### config.mk
export PLATFORM = sky130hd
export DESIGN_NAME = fixed_step_scheduler_with_timed_queue
export DESIGN_NICKNAME = d
export VERILOG_FILES = /design/src/rtl/fssq_pkg.sv /design/src/rtl/fixed_step_scheduler_with_timed_queue.sv
export VERILOG_INCLUDE_DIRS = /design/src /design/src/rtl
export SDC_FILE = /design/constraint.sdc
export NUM_CORES = 2
export LEC_CHECK = 0
export BUFFER_PORTS_ARGS = -buffer_cell sky130_fd_sc_hd__buf_2
export CAP_MARGIN = 40
export CORE_MARGIN = 5
export CORE_UTILIZATION = 40
export DETAILED_ROUTE_END_ITERATION = 8
export HOLD_SLACK_MARGIN = 0.1
export PLACE_DENSITY_LB_ADDON = 0.3
export SYNTH_ARGS = -nofsm -noshare
export SYNTH_HDL_FRONTEND = slang
export SYNTH_SLANG_ARGS = --single-unit
### constraint.sdc
create_clock -name clk_i -period 7.4 [get_ports clk_i]
set_input_delay 0.74 -clock clk_i [delete_from_list [all_inputs] [get_ports clk_i]]
set_output_delay 0.74 -clock clk_i [all_outputs]
set_load 0.02 [all_outputs]
### src/rtl/fixed_step_scheduler_with_timed_queue_defines.svh
// Assertion macros shared by the fixed-step scheduler RTL.
`ifndef FIXED_STEP_SCHEDULER_WITH_TIMED_QUEUE_DEFINES_SVH
`define FIXED_STEP_SCHEDULER_WITH_TIMED_QUEUE_DEFINES_SVH

// Checks that the consequent holds in the same cycle as the antecedent.
`define FSSQ_ASSERT_NOW(lbl, ante, cons, msg) \
  lbl: assert property (@(posedge clk_i) disable iff (!rst_ni) (ante) |-> (cons)) \
    else $error(msg);

// Checks that the consequent holds in the cycle after the antecedent.
`define FSSQ_ASSERT_NEXT(lbl, ante, cons, msg) \
  lbl: assert property (@(posedge clk_i) disable iff (!rst_ni) (ante) |=> (cons)) \
    else $error(msg);

`endif

### src/rtl/fssq_pkg.sv
// Types, codes and constants of the fixed-step scheduler with timed queue.
package fssq_pkg;

  localparam int QUEUE_DEPTH_DEF = 32;

  localparam int ACC_W     = 26;
  localparam int TICK_W    = 64;
  localparam int SUB_W     = 8;
  localparam int ID_W      = 8;
  localparam int STEPS_W   = 12;
  localparam int PERIOD_W  = 16;
  localparam int SPT_W     = 8;
  localparam int ELAPSED_W = 24;
  localparam int KIND_W    = 3;
  localparam int OP_W      = 2;
  localparam int DIV_STEPS = ACC_W;
  localparam int DIVCNT_W  = $clog2(DIV_STEPS);

  localparam int APB_DATA_W = 32;
  localparam int APB_ADDR_W = 4;

  localparam logic [PERIOD_W-1:0]  PERIOD_RST   = 16'd10000;
  localparam logic [SPT_W-1:0]     SPT_RST      = 8'd4;
  localparam logic [STEPS_W-1:0]   CATCHUP_RST  = 12'd25;
  localparam logic [ELAPSED_W-1:0] ELAPSED_RST  = 24'd250000;
  localparam logic [ACC_W-1:0]     ACC_MAX      = {ACC_W{1'b1}};

  typedef enum logic [OP_W-1:0] {
    OP_SCHEDULE = 2'd0,
    OP_ADVANCE  = 2'd1,
    OP_STEP     = 2'd2
  } op_e;

  typedef enum logic [KIND_W-1:0] {
    KIND_RELEASED  = 3'd0,
    KIND_STEP      = 3'd1,
    KIND_ADVANCE   = 3'd2,
    KIND_SCHEDULED = 3'd3,
    KIND_FULL      = 3'd4
  } kind_e;

  typedef enum logic [1:0] {
    REG_PERIOD  = 2'd0,
    REG_SPT     = 2'd1,
    REG_CATCHUP = 2'd2,
    REG_ELAPSED = 2'd3
  } cfg_reg_e;

  typedef struct packed {
    logic [TICK_W-1:0] tick;
    logic [SUB_W-1:0]  sub;
    logic [ID_W-1:0]   id;
  } entry_t;

  typedef struct packed {
    kind_e              kind;
    logic [ID_W-1:0]    id;
    logic [TICK_W-1:0]  tick;
    logic [SUB_W-1:0]   sub;
    logic [STEPS_W-1:0] processed;
    logic               last;
  } result_t;

  function automatic result_t make_result(kind_e kind, logic [ID_W-1:0] id,
                                          logic [TICK_W-1:0] tick, logic [SUB_W-1:0] sub,
                                          logic [STEPS_W-1:0] processed, logic last);
    result_t r;
    r.kind      = kind;
    r.id        = id;
    r.tick      = tick;
    r.sub       = sub;
    r.processed = processed;
    r.last      = last;
    return r;
  endfunction

endpackage

### src/rtl/fixed_step_scheduler_with_timed_queue.sv
// Fixed-timestep pacer with a queue of timed command handles, top level.
// Advance gives no result; a schedule into a queue that is not full runs 26 divider steps.
// A performed step reads and checks each queued entry in turn; a refused step that needs
// the catch-up modulo runs it on the same shared restoring divider.
// Each result waits in the output register until its transfer; the queue memory has one
// read and one write port and is read one entry at a time. Reset empties the queue at once.
`include "fixed_step_scheduler_with_timed_queue_defines.svh"

module fixed_step_scheduler_with_timed_queue #(
  parameter int QUEUE_DEPTH = fssq_pkg::QUEUE_DEPTH_DEF
) (
  input  logic                                 clk_i,
  input  logic                                 rst_ni,

  input  logic                                 psel,
  input  logic                                 penable,
  input  logic                                 pwrite,
  input  logic [fssq_pkg::APB_ADDR_W-1:0]      paddr,
  input  logic [fssq_pkg::APB_DATA_W-1:0]      pwdata,
  output logic [fssq_pkg::APB_DATA_W-1:0]      prdata,
  output logic                                 pready,

  input  logic                                 in_valid_i,
  output logic                                 in_stall_o,
  input  logic [fssq_pkg::OP_W-1:0]            operation_i,
  input  logic signed [fssq_pkg::ELAPSED_W-1:0] elapsed_time_i,
  input  logic [fssq_pkg::SUB_W-1:0]           subtick_offset_i,
  input  logic [fssq_pkg::ID_W-1:0]            command_id_i,

  output logic                                 out_valid_o,
  input  logic                                 out_stall_i,
  output logic [fssq_pkg::KIND_W-1:0]          kind_o,
  output logic [fssq_pkg::ID_W-1:0]            released_id_o,
  output logic [fssq_pkg::TICK_W-1:0]          step_tick_o,
  output logic [fssq_pkg::SUB_W-1:0]           step_subtick_o,
  output logic [fssq_pkg::STEPS_W-1:0]         processed_o,
  output logic                                 last_o
);
  import fssq_pkg::*;

  localparam int CW = $clog2(QUEUE_DEPTH + 1);
  localparam int IW = (QUEUE_DEPTH > 1) ? $clog2(QUEUE_DEPTH) : 1;
  localparam logic [CW-1:0] DEPTH_C = CW'(QUEUE_DEPTH);

  typedef enum logic [2:0] {
    S_IDLE,
    S_SCHED_DIV,
    S_SCHED_WR,
    S_FULL,
    S_MOD_DIV,
    S_REPORT,
    S_STEP_RD,
    S_STEP_CHK
  } state_e;

  state_e state_q;
  logic   rec_pending_q;

  logic [PERIOD_W-1:0]  period_q;
  logic [SPT_W-1:0]     spt_q;
  logic [STEPS_W-1:0]   catchup_q;
  logic [ELAPSED_W-1:0] max_elapsed_q;

  logic [ACC_W-1:0]   acc_q;
  logic [TICK_W-1:0]  tick_q;
  logic [SUB_W-1:0]   sub_q;
  logic [STEPS_W-1:0] steps_q;
  logic [CW-1:0]      count_q;
  logic [CW-1:0]      idx_q;
  logic [CW-1:0]      wr_q;
  logic [ID_W-1:0]    cmd_q;

  logic [ACC_W-1:0]    div_dq_q;
  logic [PERIOD_W-1:0] div_rem_q;
  logic [PERIOD_W-1:0] div_q;
  logic [DIVCNT_W-1:0] div_cnt_q;

  result_t out_q;
  logic    out_valid_q;

  entry_t mem [QUEUE_DEPTH];
  entry_t rd_q;
  logic   mem_we;
  logic [IW-1:0] mem_waddr;
  entry_t mem_wdata;

  logic cfg_we;
  logic out_free;
  logic [PERIOD_W-1:0] eff_period;
  logic [SPT_W-1:0]    eff_spt;
  logic [PERIOD_W:0]   div_try;
  logic                div_ge;
  logic [PERIOD_W-1:0] div_rem_nx;
  logic [ACC_W-1:0]    div_dq_nx;
  logic                div_last;
  logic [SUB_W:0]      abs_sub;
  logic [ELAPSED_W-1:0] elapsed_clamped;
  logic [ACC_W:0]      acc_sum;
  logic                can_step;
  logic                catchup_cut;
  logic                due;
  logic                wrap_tick;
  logic                scan_end;

  assign pready = 1'b1;
  assign cfg_we = psel && penable && pwrite;

  always_ff @(posedge clk_i or negedge rst_ni) begin
    if (!rst_ni) begin
      period_q      <= PERIOD_RST;
      spt_q         <= SPT_RST;
      catchup_q     <= CATCHUP_RST;
      max_elapsed_q <= ELAPSED_RST;
    end else if (cfg_we) begin
      unique case (cfg_reg_e'(paddr[3:2]))
        REG_PERIOD:  period_q      <= pwdata[PERIOD_W-1:0];
        REG_SPT:     spt_q         <= pwdata[SPT_W-1:0];
        REG_CATCHUP: catchup_q     <= pwdata[STEPS_W-1:0];
        REG_ELAPSED: max_elapsed_q <= pwdata[ELAPSED_W-1:0];
      endcase
    end
  end

  always_comb begin
    unique case (cfg_reg_e'(paddr[3:2]))
      REG_PERIOD:  prdata = APB_DATA_W'(period_q);
      REG_SPT:     prdata = APB_DATA_W'(spt_q);
      REG_CATCHUP: prdata = APB_DATA_W'(catchup_q);
      REG_ELAPSED: prdata = APB_DATA_W'(max_elapsed_q);
    endcase
  end

  assign eff_period = (period_q == '0) ? PERIOD_W'(1) : period_q;
  assign eff_spt    = (spt_q == '0) ? SPT_W'(1) : spt_q;

  assign div_try    = {div_rem_q, div_dq_q[ACC_W-1]};
  assign div_ge     = div_try >= {1'b0, div_q};
  assign div_rem_nx = div_ge ? PERIOD_W'(div_try - {1'b0, div_q}) : div_try[PERIOD_W-1:0];
  assign div_dq_nx  = {div_dq_q[ACC_W-2:0], div_ge};
  assign div_last   = div_cnt_q == DIVCNT_W'(DIV_STEPS - 1);

  assign abs_sub = {1'b0, sub_q} + {1'b0, subtick_offset_i};

  always_comb begin
    if (elapsed_time_i[ELAPSED_W-1]) begin
      elapsed_clamped = '0;
    end else if (elapsed_time_i > $signed({1'b0, max_elapsed_q})) begin
      elapsed_clamped = max_elapsed_q;
    end else begin
      elapsed_clamped = elapsed_time_i;
    end
  end
  assign acc_sum = {1'b0, acc_q} + (ACC_W + 1)'(elapsed_clamped);

  assign can_step    = (acc_q >= ACC_W'(eff_period)) && (steps_q < catchup_q);
  assign catchup_cut = (steps_q >= catchup_q) && (acc_q >= ACC_W'(eff_period));
  assign due         = (rd_q.tick < tick_q) || ((rd_q.tick == tick_q) && (rd_q.sub <= sub_q));
  assign wrap_tick   = ({1'b0, sub_q} + 1'b1) >= {1'b0, eff_spt};
  assign scan_end    = (idx_q + 1'b1) == count_q;

  assign out_free   = !out_valid_q || !out_stall_i;
  assign in_stall_o = state_q != S_IDLE;

  always_comb begin
    mem_we         = 1'b0;
    mem_waddr      = wr_q[IW-1:0];
    mem_wdata      = rd_q;
    if (state_q == S_SCHED_WR && out_free) begin
      mem_we         = 1'b1;
      mem_waddr      = count_q[IW-1:0];
      mem_wdata.tick = tick_q + TICK_W'(div_dq_q);
      mem_wdata.sub  = div_rem_q[SUB_W-1:0];
      mem_wdata.id   = cmd_q;
    end else if (state_q == S_STEP_CHK && !rec_pending_q && !due) begin
      mem_we = 1'b1;
    end
  end

  always_ff @(posedge clk_i) begin
    if (mem_we) begin
      mem[mem_waddr] <= mem_wdata;
    end
    rd_q <= mem[idx_q[IW-1:0]];
  end

  always_ff @(posedge clk_i or negedge rst_ni) begin
    if (!rst_ni) begin
      state_q       <= S_IDLE;
      rec_pending_q <= 1'b0;
      acc_q         <= '0;
      tick_q        <= '0;
      sub_q         <= '0;
      steps_q       <= '0;
      count_q       <= '0;
      idx_q         <= '0;
      wr_q          <= '0;
      cmd_q         <= '0;
      div_dq_q      <= '0;
      div_rem_q     <= '0;
      div_q         <= '0;
      div_cnt_q     <= '0;
      out_q         <= '0;
      out_valid_q   <= 1'b0;
    end else begin
      if (out_valid_q && !out_stall_i) begin
        out_valid_q <= 1'b0;
      end
      unique case (state_q)
        S_IDLE: begin
          if (in_valid_i) begin
            case (op_e'(operation_i))
              OP_SCHEDULE: begin
                cmd_q <= command_id_i;
                if (count_q == DEPTH_C) begin
                  state_q <= S_FULL;
                end else begin
                  div_dq_q  <= ACC_W'(abs_sub);
                  div_rem_q <= '0;
                  div_q     <= PERIOD_W'(eff_spt);
                  div_cnt_q <= '0;
                  state_q   <= S_SCHED_DIV;
                end
              end
              OP_ADVANCE: begin
                acc_q   <= acc_sum[ACC_W] ? ACC_MAX : acc_sum[ACC_W-1:0];
                steps_q <= '0;
              end
              OP_STEP: begin
                if (can_step) begin
                  idx_q <= '0;
                  wr_q  <= '0;
                  if (count_q == '0) begin
                    rec_pending_q <= 1'b1;
                    state_q       <= S_STEP_CHK;
                  end else begin
                    state_q <= S_STEP_RD;
                  end
                end else if (catchup_cut) begin
                  div_dq_q  <= acc_q;
                  div_rem_q <= '0;
                  div_q     <= eff_period;
                  div_cnt_q <= '0;
                  state_q   <= S_MOD_DIV;
                end else begin
                  state_q <= S_REPORT;
                end
              end
              default: ;
            endcase
          end
        end
        S_SCHED_DIV, S_MOD_DIV: begin
          div_dq_q  <= div_dq_nx;
          div_rem_q <= div_rem_nx;
          div_cnt_q <= div_cnt_q + 1'b1;
          if (div_last) begin
            if (state_q == S_MOD_DIV) begin
              acc_q   <= ACC_W'(div_rem_nx);
              state_q <= S_REPORT;
            end else begin
              state_q <= S_SCHED_WR;
            end
          end
        end
        S_SCHED_WR: begin
          if (out_free) begin
            count_q     <= count_q + 1'b1;
            out_q       <= make_result(KIND_SCHEDULED, '0, tick_q, sub_q, '0, 1'b1);
            out_valid_q <= 1'b1;
            state_q     <= S_IDLE;
          end
        end
        S_FULL: begin
          if (out_free) begin
            out_q       <= make_result(KIND_FULL, '0, tick_q, sub_q, '0, 1'b1);
            out_valid_q <= 1'b1;
            state_q     <= S_IDLE;
          end
        end
        S_REPORT: begin
          if (out_free) begin
            out_q       <= make_result(KIND_ADVANCE, '0, tick_q, sub_q, steps_q, 1'b1);
            out_valid_q <= 1'b1;
            state_q     <= S_IDLE;
          end
        end
        S_STEP_RD: begin
          state_q <= S_STEP_CHK;
        end
        S_STEP_CHK: begin
          if (rec_pending_q) begin
            if (out_free) begin
              out_q         <= make_result(KIND_STEP, '0, tick_q, sub_q, '0, 1'b1);
              out_valid_q   <= 1'b1;
              rec_pending_q <= 1'b0;
              count_q       <= wr_q;
              acc_q         <= acc_q - ACC_W'(eff_period);
              steps_q       <= steps_q + 1'b1;
              if (wrap_tick) begin
                sub_q  <= '0;
                tick_q <= tick_q + 1'b1;
              end else begin
                sub_q <= sub_q + 1'b1;
              end
              state_q <= S_IDLE;
            end
          end else if (!due || out_free) begin
            if (due) begin
              out_q       <= make_result(KIND_RELEASED, rd_q.id, tick_q, sub_q, '0, 1'b0);
              out_valid_q <= 1'b1;
            end else begin
              wr_q <= wr_q + 1'b1;
            end
            idx_q <= idx_q + 1'b1;
            if (scan_end) begin
              rec_pending_q <= 1'b1;
            end else begin
              state_q <= S_STEP_RD;
            end
          end
        end
      endcase
    end
  end

  assign out_valid_o    = out_valid_q;
  assign kind_o         = out_q.kind;
  assign released_id_o  = out_q.id;
  assign step_tick_o    = out_q.tick;
  assign step_subtick_o = out_q.sub;
  assign processed_o    = out_q.processed;
  assign last_o         = out_q.last;

  `FSSQ_ASSERT_NOW(a_count_bound, 1'b1, count_q <= DEPTH_C, "queue count beyond depth")
  `FSSQ_ASSERT_NOW(a_scan_order, state_q == S_STEP_CHK && !rec_pending_q,
    wr_q <= idx_q && idx_q < count_q, "queue scan out of order")
  `FSSQ_ASSERT_NOW(a_only_release_open, out_valid_o && !last_o,
    kind_o == KIND_RELEASED, "only a released command may precede more results")
  `FSSQ_ASSERT_NEXT(a_sched_grows, state_q == S_SCHED_WR && out_free,
    count_q == $past(count_q) + 1'b1, "scheduled command not added to queue")

endmodule

# [Word-level counts from Yosys, hierarchy flattened]
# Memory sizes are Yosys's and may differ from the RTL's. A register that Yosys moved wholly into a read port is not among the register bits.
# Index checks and enable logic that the tools add are counted.
[op_classes] addsub=13 n_mul=0 div=0 magnitude_cmp=8 eq_ne=42 shifts=0 mux=98 bitwise=0 n_reduce_logical=48
[op_table] operator="96-bit two-way mux" n=7
[op_table] operator="96-bit case mux with 4 select lines" n=1
[op_table] operator="26-bit two-way mux" n=11
[op_table] operator="16-bit two-way mux" n=9
[op_table] operator="32-bit case mux with 4 select lines" n=1
[op_table] operator="26-bit case mux with 2 select lines" n=2
[op_table] operator="16-bit case mux with 2 select lines" n=3
[op_table] operator="80-bit two-way mux" n=1
[op_table] operator="26-bit case mux with 3 select lines" n=1
[op_table] operator="6-bit two-way mux" n=11
[op_table] operator="64-bit by 1-bit adder with 64-bit output (second input constant)" n=1
[op_table] operator="64-bit by 26-bit adder with 64-bit output" n=1
[op_table] operator="64-bit == test" n=1
[op_table] operator="64-bit less-than comparator" n=1
[op_table] operator="12-bit two-way mux" n=4
[op_table] operator="24-bit two-way mux" n=2
[op_table] operator="6-bit case mux with 2 select lines" n=3
[op_table] operator="2-bit inequality test (second input constant)" n=15
[op_table] operator="26-bit by 24-bit adder with 27-bit output" n=1
[op_table] operator="26-bit by 16-bit greater-or-equal comparator with 1-bit output" n=1
[op_table] operator="26-bit by 16-bit subtractor with 26-bit output" n=1
[op_table] operator="24-bit by 25-bit greater-than comparator with 1-bit output" n=1
[op_table] operator="5-bit two-way mux" n=5
[op_table] operator="3-bit two-way mux" n=8
[op_table] operator="other kinds (51)" n=117
[word_totals] ff_bits=360 latch_bits=0 ramBits=2560 romBits=0 out_inout_bits=131 wordCells=235 n_memories=1
[mem_list] memory="mem" depth=32 width=80 rd=1 rd_ports_with_merged_regs=1 write_ports=1 line="fixed_step_scheduler_with_timed_queue.sv:81" text="entry_t mem [QUEUE_DEPTH];"

# [Depth between registers and ports, before layout]
[logic_depth] word_depth=9 mapped_depth=24

# [Worst setup path after synthesis]
# OpenSTA, ideal clock, no wires.
[synth_path] kind="reg2reg" startpoint="register tick_q[29]" endpoint="memory mem[26][0] in the netlist's numbering, enable pin" setup_ps=519 arrival_ps=6007 required_time_ps=6881 path_slack_ps=874 stages_incl_launch_ff=13 n_path_buf=1 synth_period_minus_slack_ps=6526 cell_sequence="dfrtp_1 -> clkbuf_1 -> inv_1 -> ha_1 -> nand4_1 -> nor4_1 -> nand2_1 -> nand2_1 -> nor4_1 -> o311a_1 -> o41ai_1 -> nand2_1 -> nor2_1"
[synth_via] elab_chain_cells=9 word_cells_on_any_way=10
[synth_lines] element="start, declared" line="fixed_step_scheduler_with_timed_queue.sv:65" text="logic [TICK_W-1:0] tick_q;"
[synth_lines] element="start signal, assigned" line="fixed_step_scheduler_with_timed_queue.sv:301" text="tick_q <= tick_q + 1'b1;"
[synth_lines] element="parallel branches: the longest is 2 deep, another holds 64-bit less-than comparator"
[synth_lines] element="1-bit logical OR *" line="fixed_step_scheduler_with_timed_queue.sv:157" text="assign due = (rd_q.tick < tick_q) || ((rd_q.tick == tick_q) && (rd_q.sub <= sub_q));"
[synth_lines] element="1-bit zero test *" line="fixed_step_scheduler_with_timed_queue.sv:174" text="end else if (state_q == S_STEP_CHK && !rec_pending_q && !due) begin"
[synth_lines] element="1-bit logical AND *" line="fixed_step_scheduler_with_timed_queue.sv:174"
[synth_lines] element="1-bit two-way mux *" line="fixed_step_scheduler_with_timed_queue.sv:174"
[synth_lines] element="1-bit two-way mux *" line="fixed_step_scheduler_with_timed_queue.sv:168" text="if (state_q == S_SCHED_WR && out_free) begin"
[synth_lines] element="1-bit two-way mux *" line="fixed_step_scheduler_with_timed_queue.sv:180" text="if (mem_we) begin"
[synth_lines] element="1-bit two-way mux (implied by the code) *" line="fixed_step_scheduler_with_timed_queue.sv:181" text="mem[mem_waddr] <= mem_wdata;"
[synth_lines] element="end, declared" line="fixed_step_scheduler_with_timed_queue.sv:81"
# Every way passes the cells marked *.

# [Worst setup path after layout]
[layout_path] startpoint="register max_elapsed_q[1]" endpoint="register acc_q[11]"
[layout_via] elab_chain_cells=8
[layout_lines] element="start, declared" line="fixed_step_scheduler_with_timed_queue.sv:62" text="logic [ELAPSED_W-1:0] max_elapsed_q;"
[layout_lines] element="start signal, assigned" line="fixed_step_scheduler_with_timed_queue.sv:119" text="REG_ELAPSED: max_elapsed_q <= pwdata[ELAPSED_W-1:0];"
[layout_lines] element="24-bit by 25-bit greater-than comparator with 1-bit output" line="fixed_step_scheduler_with_timed_queue.sv:147" text="end else if (elapsed_time_i > $signed({1'b0, max_elapsed_q})) begin"
[layout_lines] element="24-bit two-way mux *" line="fixed_step_scheduler_with_timed_queue.sv:147"
[layout_lines] element="24-bit two-way mux *" line="fixed_step_scheduler_with_timed_queue.sv:145" text="if (elapsed_time_i[ELAPSED_W-1]) begin"
[layout_lines] element="26-bit by 24-bit adder with 27-bit output *" line="fixed_step_scheduler_with_timed_queue.sv:153" text="assign acc_sum = {1'b0, acc_q} + (ACC_W + 1)'(elapsed_clamped);"
[layout_lines] element="26-bit two-way mux *" line="fixed_step_scheduler_with_timed_queue.sv:225" text="acc_q <= acc_sum[ACC_W] ? ACC_MAX : acc_sum[ACC_W-1:0];"
[layout_lines] element="26-bit two-way mux *" line="fixed_step_scheduler_with_timed_queue.sv:211" text="case (op_e'(operation_i))"
[layout_lines] element="26-bit two-way mux *" line="fixed_step_scheduler_with_timed_queue.sv:210" text="if (in_valid_i) begin"
[layout_lines] element="26-bit case mux with 3 select lines *" line="fixed_step_scheduler_with_timed_queue.sv:208" text="unique case (state_q)"
[layout_lines] element="end signal, assigned" line="fixed_step_scheduler_with_timed_queue.sv:225"
[layout_lines] element="end signal, assigned" line="fixed_step_scheduler_with_timed_queue.sv:258" text="acc_q <= ACC_W'(div_rem_nx);"
[layout_lines] element="end signal, assigned" line="fixed_step_scheduler_with_timed_queue.sv:297" text="acc_q <= acc_q - ACC_W'(eff_period);"
[layout_lines] element="end, declared" line="fixed_step_scheduler_with_timed_queue.sv:64" text="logic [ACC_W-1:0] acc_q;"
# Every way passes the cells marked *; elsewhere a longest branch is shown, timed or not. The select of a mux whose other input is x is not followed.
# A chain may end at the register's enable or synchronous reset.

==> results_dict.tcl <==
set metrics [dict create \
    crit_path_end_kind "flip-flop" \
    pwr_density_cell_nw_per_um2 385.6 \
    fp.dieW_microns 566.9 \
    ys_warn_count 0 \
    synth_edf_count 2560 \
    cp_slowest_cell "fa_1" \
    grt_start_max_net_pins 155 \
    seq_area_frac_synth 0.7053 \
    coreArea_sq_um 308800 \
    path_cells "inv_1 > ha_1 > nor2b_1 > o21a_1 > o21ai_0 > a21oi_1 > a211oi_1 > o21ai_0 > a221oi_1 > o211ai_1 > mux2_2 > ha_1 > fa_1 > a211oi_1 > o21ai_0 > and3_1 > o211ai_1 > a21o_1 > a211oi_1 > a21bo_2 > a221o_1 > o22a_1" \
    placementRows 204 \
    fin_ws_ps 1604 \
    nNetsFinal 7510 \
    cp.required_ps 8180 \
    fp.dieH_microns 566.9 \
    dpl_worst_slack_ps 1358 \
    rsz0062_at_grt "false" \
    num_vias 66740 \
    synthCells 6747 \
    cp.buffers_inverters 1 \
    n_fill_cell 25880 \
    io_buffers 196 \
    multi_input_area_sq_um 34920 \
    antenna_found_initial 7 \
    fmax_mhz 172.5 \
    period_needed_ps 5796 \
    grt_use_met3 0.03028 \
    min_path_type "in2reg" \
    peakVddDrop_v 0.0004191 \
    synth_area_sq_um 124100 \
    synth.avg_cell_area_sq_um 18.39 \
    fin_worst_skew_ps 65.00 \
    clk_pin_slew_ps 60 \
    cts.sinks 3000 \
    tns_ps 0 \
    ys_types 91 \
    wl_per_cell_microns 29.03 \
    clockBufferDepth 4 \
    use_met1 0.2914 \
    drive_gt1_frac 0.2672 \
    final_max_slew_viol_count 0 \
    dp_cells 10970 \
    hpwl_microns 195400 \
    h-tree-depth 5 \
    cts_root_buf "clkbuf_16" \
    totalWireLength_microns 336500 \
    final_cell_mix "2560 x edfxtp_1, 808 x mux4_2, 413 x nand2_1, 339 x dfrtp_1, 318 x clkbuf_16" \
    synthToLayoutAreaGrowth_pct 15.41 \
    drtAntennaViolNets 0 \
    max_stage_delay_ps 450 \
    ys.flop_type "edfxtp_1" \
    gp_congestion 0.9161 \
    cts_tree "built" \
    path_class "reg2reg" \
    cp_top_family "compound AO/OA/AOI/OAI gates" \
    power_w 0.05521 \
    setup_viol 0 \
    vias_per_cell 5.759 \
    p_leak_nw 47.12 \
    final_hold_viol_count 0 \
    post_cts_resize_count 0 \
    status "finished, final reports clean" \
    worstPathMaxFanout 15 \
    drc_errors 0 \
    track_usage 0.2060 \
    clkLatencyLatePin_ps 920 \
    relSlewSlack 0.2091 \
    grt_pass1_vias 67290 \
    use_met2 0.3321 \
    drtPass1Iterations 6 \
    busiest_layer "met2" \
    worst_setup_path_start_kind "flip-flop" \
    dieArea_sq_um 321400 \
    cap_violations 0 \
    ys_seq_elements 3000 \
    cts_made_buffers 317 \
    worstMarginPinSlew_ps 1186 \
    fin_cells 11590 \
    fin_crit_sh 0.7832 \
    cts_setup_buffers 0 \
    drtIter0Drc 7163 \
    final-seq-area_sq_um 87520 \
    initial_core_util 0.4017 \
    grt_overflow_total 0 \
    worstPathArrival_ps 6570 \
    grt_pass1_wl_microns 487400 \
    ioPinCount 216 \
    final_common_cell "edfxtp_1" \
    synthArstFlopShare 0.1200 \
]
[worst min-delay path: cells and delay by family]
kind	cells	cell delay (ps)
buf+inv	1	80
simple gates	1	190
compound gates	1	150
[routing by layer]
metal | up-vias | part of all wire
li1 | 27990 | -
met1 | 35720 | 0.42
met2 | 2520 | 0.48
met3 | 508 | 0.070
met4 | 2 | 0.033
met5 | - | 0.000039
[cell usage after synthesis (12+ instances only)]
library cell | number | area share
buf_2 | 23 | 0.00093
mux2i_1 | 55 | 0.0044
inv_1 | 209 | 0.0063
mux4_2 | 808 | 0.15
xnor2_1 | 150 | 0.011
nor3_1 | 79 | 0.0032
buf_4 | 12 | 0.00073
a211oi_1 | 31 | 0.0019
buf_1 | 27 | 0.00082
or2_2 | 12 | 0.00061
a31oi_1 | 26 | 0.0013
o22ai_1 | 15 | 0.00076
nand4_1 | 45 | 0.0023
or3_1 | 17 | 0.00086
and3_1 | 15 | 0.00076
clkbuf_1 | 268 | 0.0081
ha_1 | 216 | 0.022
dfxtp_1 | 80 | 0.013
edfxtp_1 | 2560 | 0.62
o21a_1 | 20 | 0.0012
a21oi_1 | 121 | 0.0049
mux2_2 | 169 | 0.015
a21o_1 | 59 | 0.0036
nand3_1 | 155 | 0.0063
o211ai_1 | 22 | 0.0013
dfrtp_1 | 344 | 0.069
nor2_1 | 217 | 0.0066
dfstp_2 | 16 | 0.0034
nor4_1 | 26 | 0.0013
nand2_1 | 413 | 0.012
o21ai_0 | 259 | 0.010
xor2_1 | 45 | 0.0032
nand2b_1 | 15 | 0.00076
nor2b_1 | 25 | 0.0013
[final cells by class]
class / count / share of cell area
repair buffers: 464 / 0.03147
well taps: 4120 / 0.03600
flip-flops and latches: 3000 / 0.6113
diodes: 2 / 0.00003495
clock inverters: 169 / 0.01251
multi-input cells: 3211 / 0.2439
clock buffers: 413 / 0.05933
inverters: 210 / 0.005505
[registers in the layout, indices dropped and copies added (netlist names), 12 cells and up]
signal and cells:
steps_q 12, div_dq_q 26, step_tick_o 64, period_q 16
acc_q 26, processed_o 12, div_rem_q 16, max_elapsed_q 24
mem 2560, rd_q 80, tick_q 64, catchup_q 12
div_q 16
[cells by family after synthesis]
group / synth area share
DFF: 0.7053
and+or+nand+nor: 0.04007
buffers and inverters: 0.01710
muxes: 0.1665
other: 0.00006053
AOI/OAI and AO/OA: 0.03463
xor gates and xnor gates: 0.01377
adders and majority gates: 0.02259
[per-stage QoR]
| step | area (sq um) | utilization | hold slack [ps] |
|---|---|---|---|
| 4_1_cts | 143100 | 0.4635 | 248.6 |
| 3_3_place_gp | 131400 | 0.4256 | 454.5 |
| 3_5_place_dp | 132500 | 0.4291 | 448.7 |
| 2_1_floorplan | 124100 | - | 429.9 |
| 5_1_grt | 143200 | 0.4636 | 295.9 |
| 6_report | 143200 | 0.4636 | 319.0 |
[worst paths after layout]
| path | start | endpoint | slack [ps] | depth (start not counted) |
|---|---|---|---|---|
| min reg2reg | rd_q[0]$_DFF_P_ | released_id_o[0]$_DFFE_PN0P_ | 470 | 2 |
| min in group asynchronous | rst_ni | processed_o[11]$_DFFE_PN0P_ | 500 | 2 |
| max in group asynchronous | rst_ni | tick_q[41]$_DFFE_PN0P_ | 5480 | 3 |
| min | out_stall_i | out_valid_o$_DFF_PN0_ | 320 | 3 |
| max reg2reg | max_elapsed_q[1]$_DFFE_PN0P_ | acc_q[11]$_DFFE_PN0P_ | 1600 | 22 |
| max | max_elapsed_q[1]$_DFFE_PN0P_ | acc_q[11]$_DFFE_PN0P_ | 1600 | 22 |
[report_power, final]
group          internal (W)  switching [W]  total [W]
registers            0.0222        0.00104     0.0232
clock network       0.00902        0.00668     0.0157
logic               0.00674        0.00958     0.0163
total                0.0379         0.0173     0.0552
[timing repair]
item / CTS / global route
endpoints found under the hold margin: 157 / 0
hold buffers: 34 / 0
endpoints found under the setup margin: 0 / 0
Note: power is estimated with default switching activity, not from simulation.
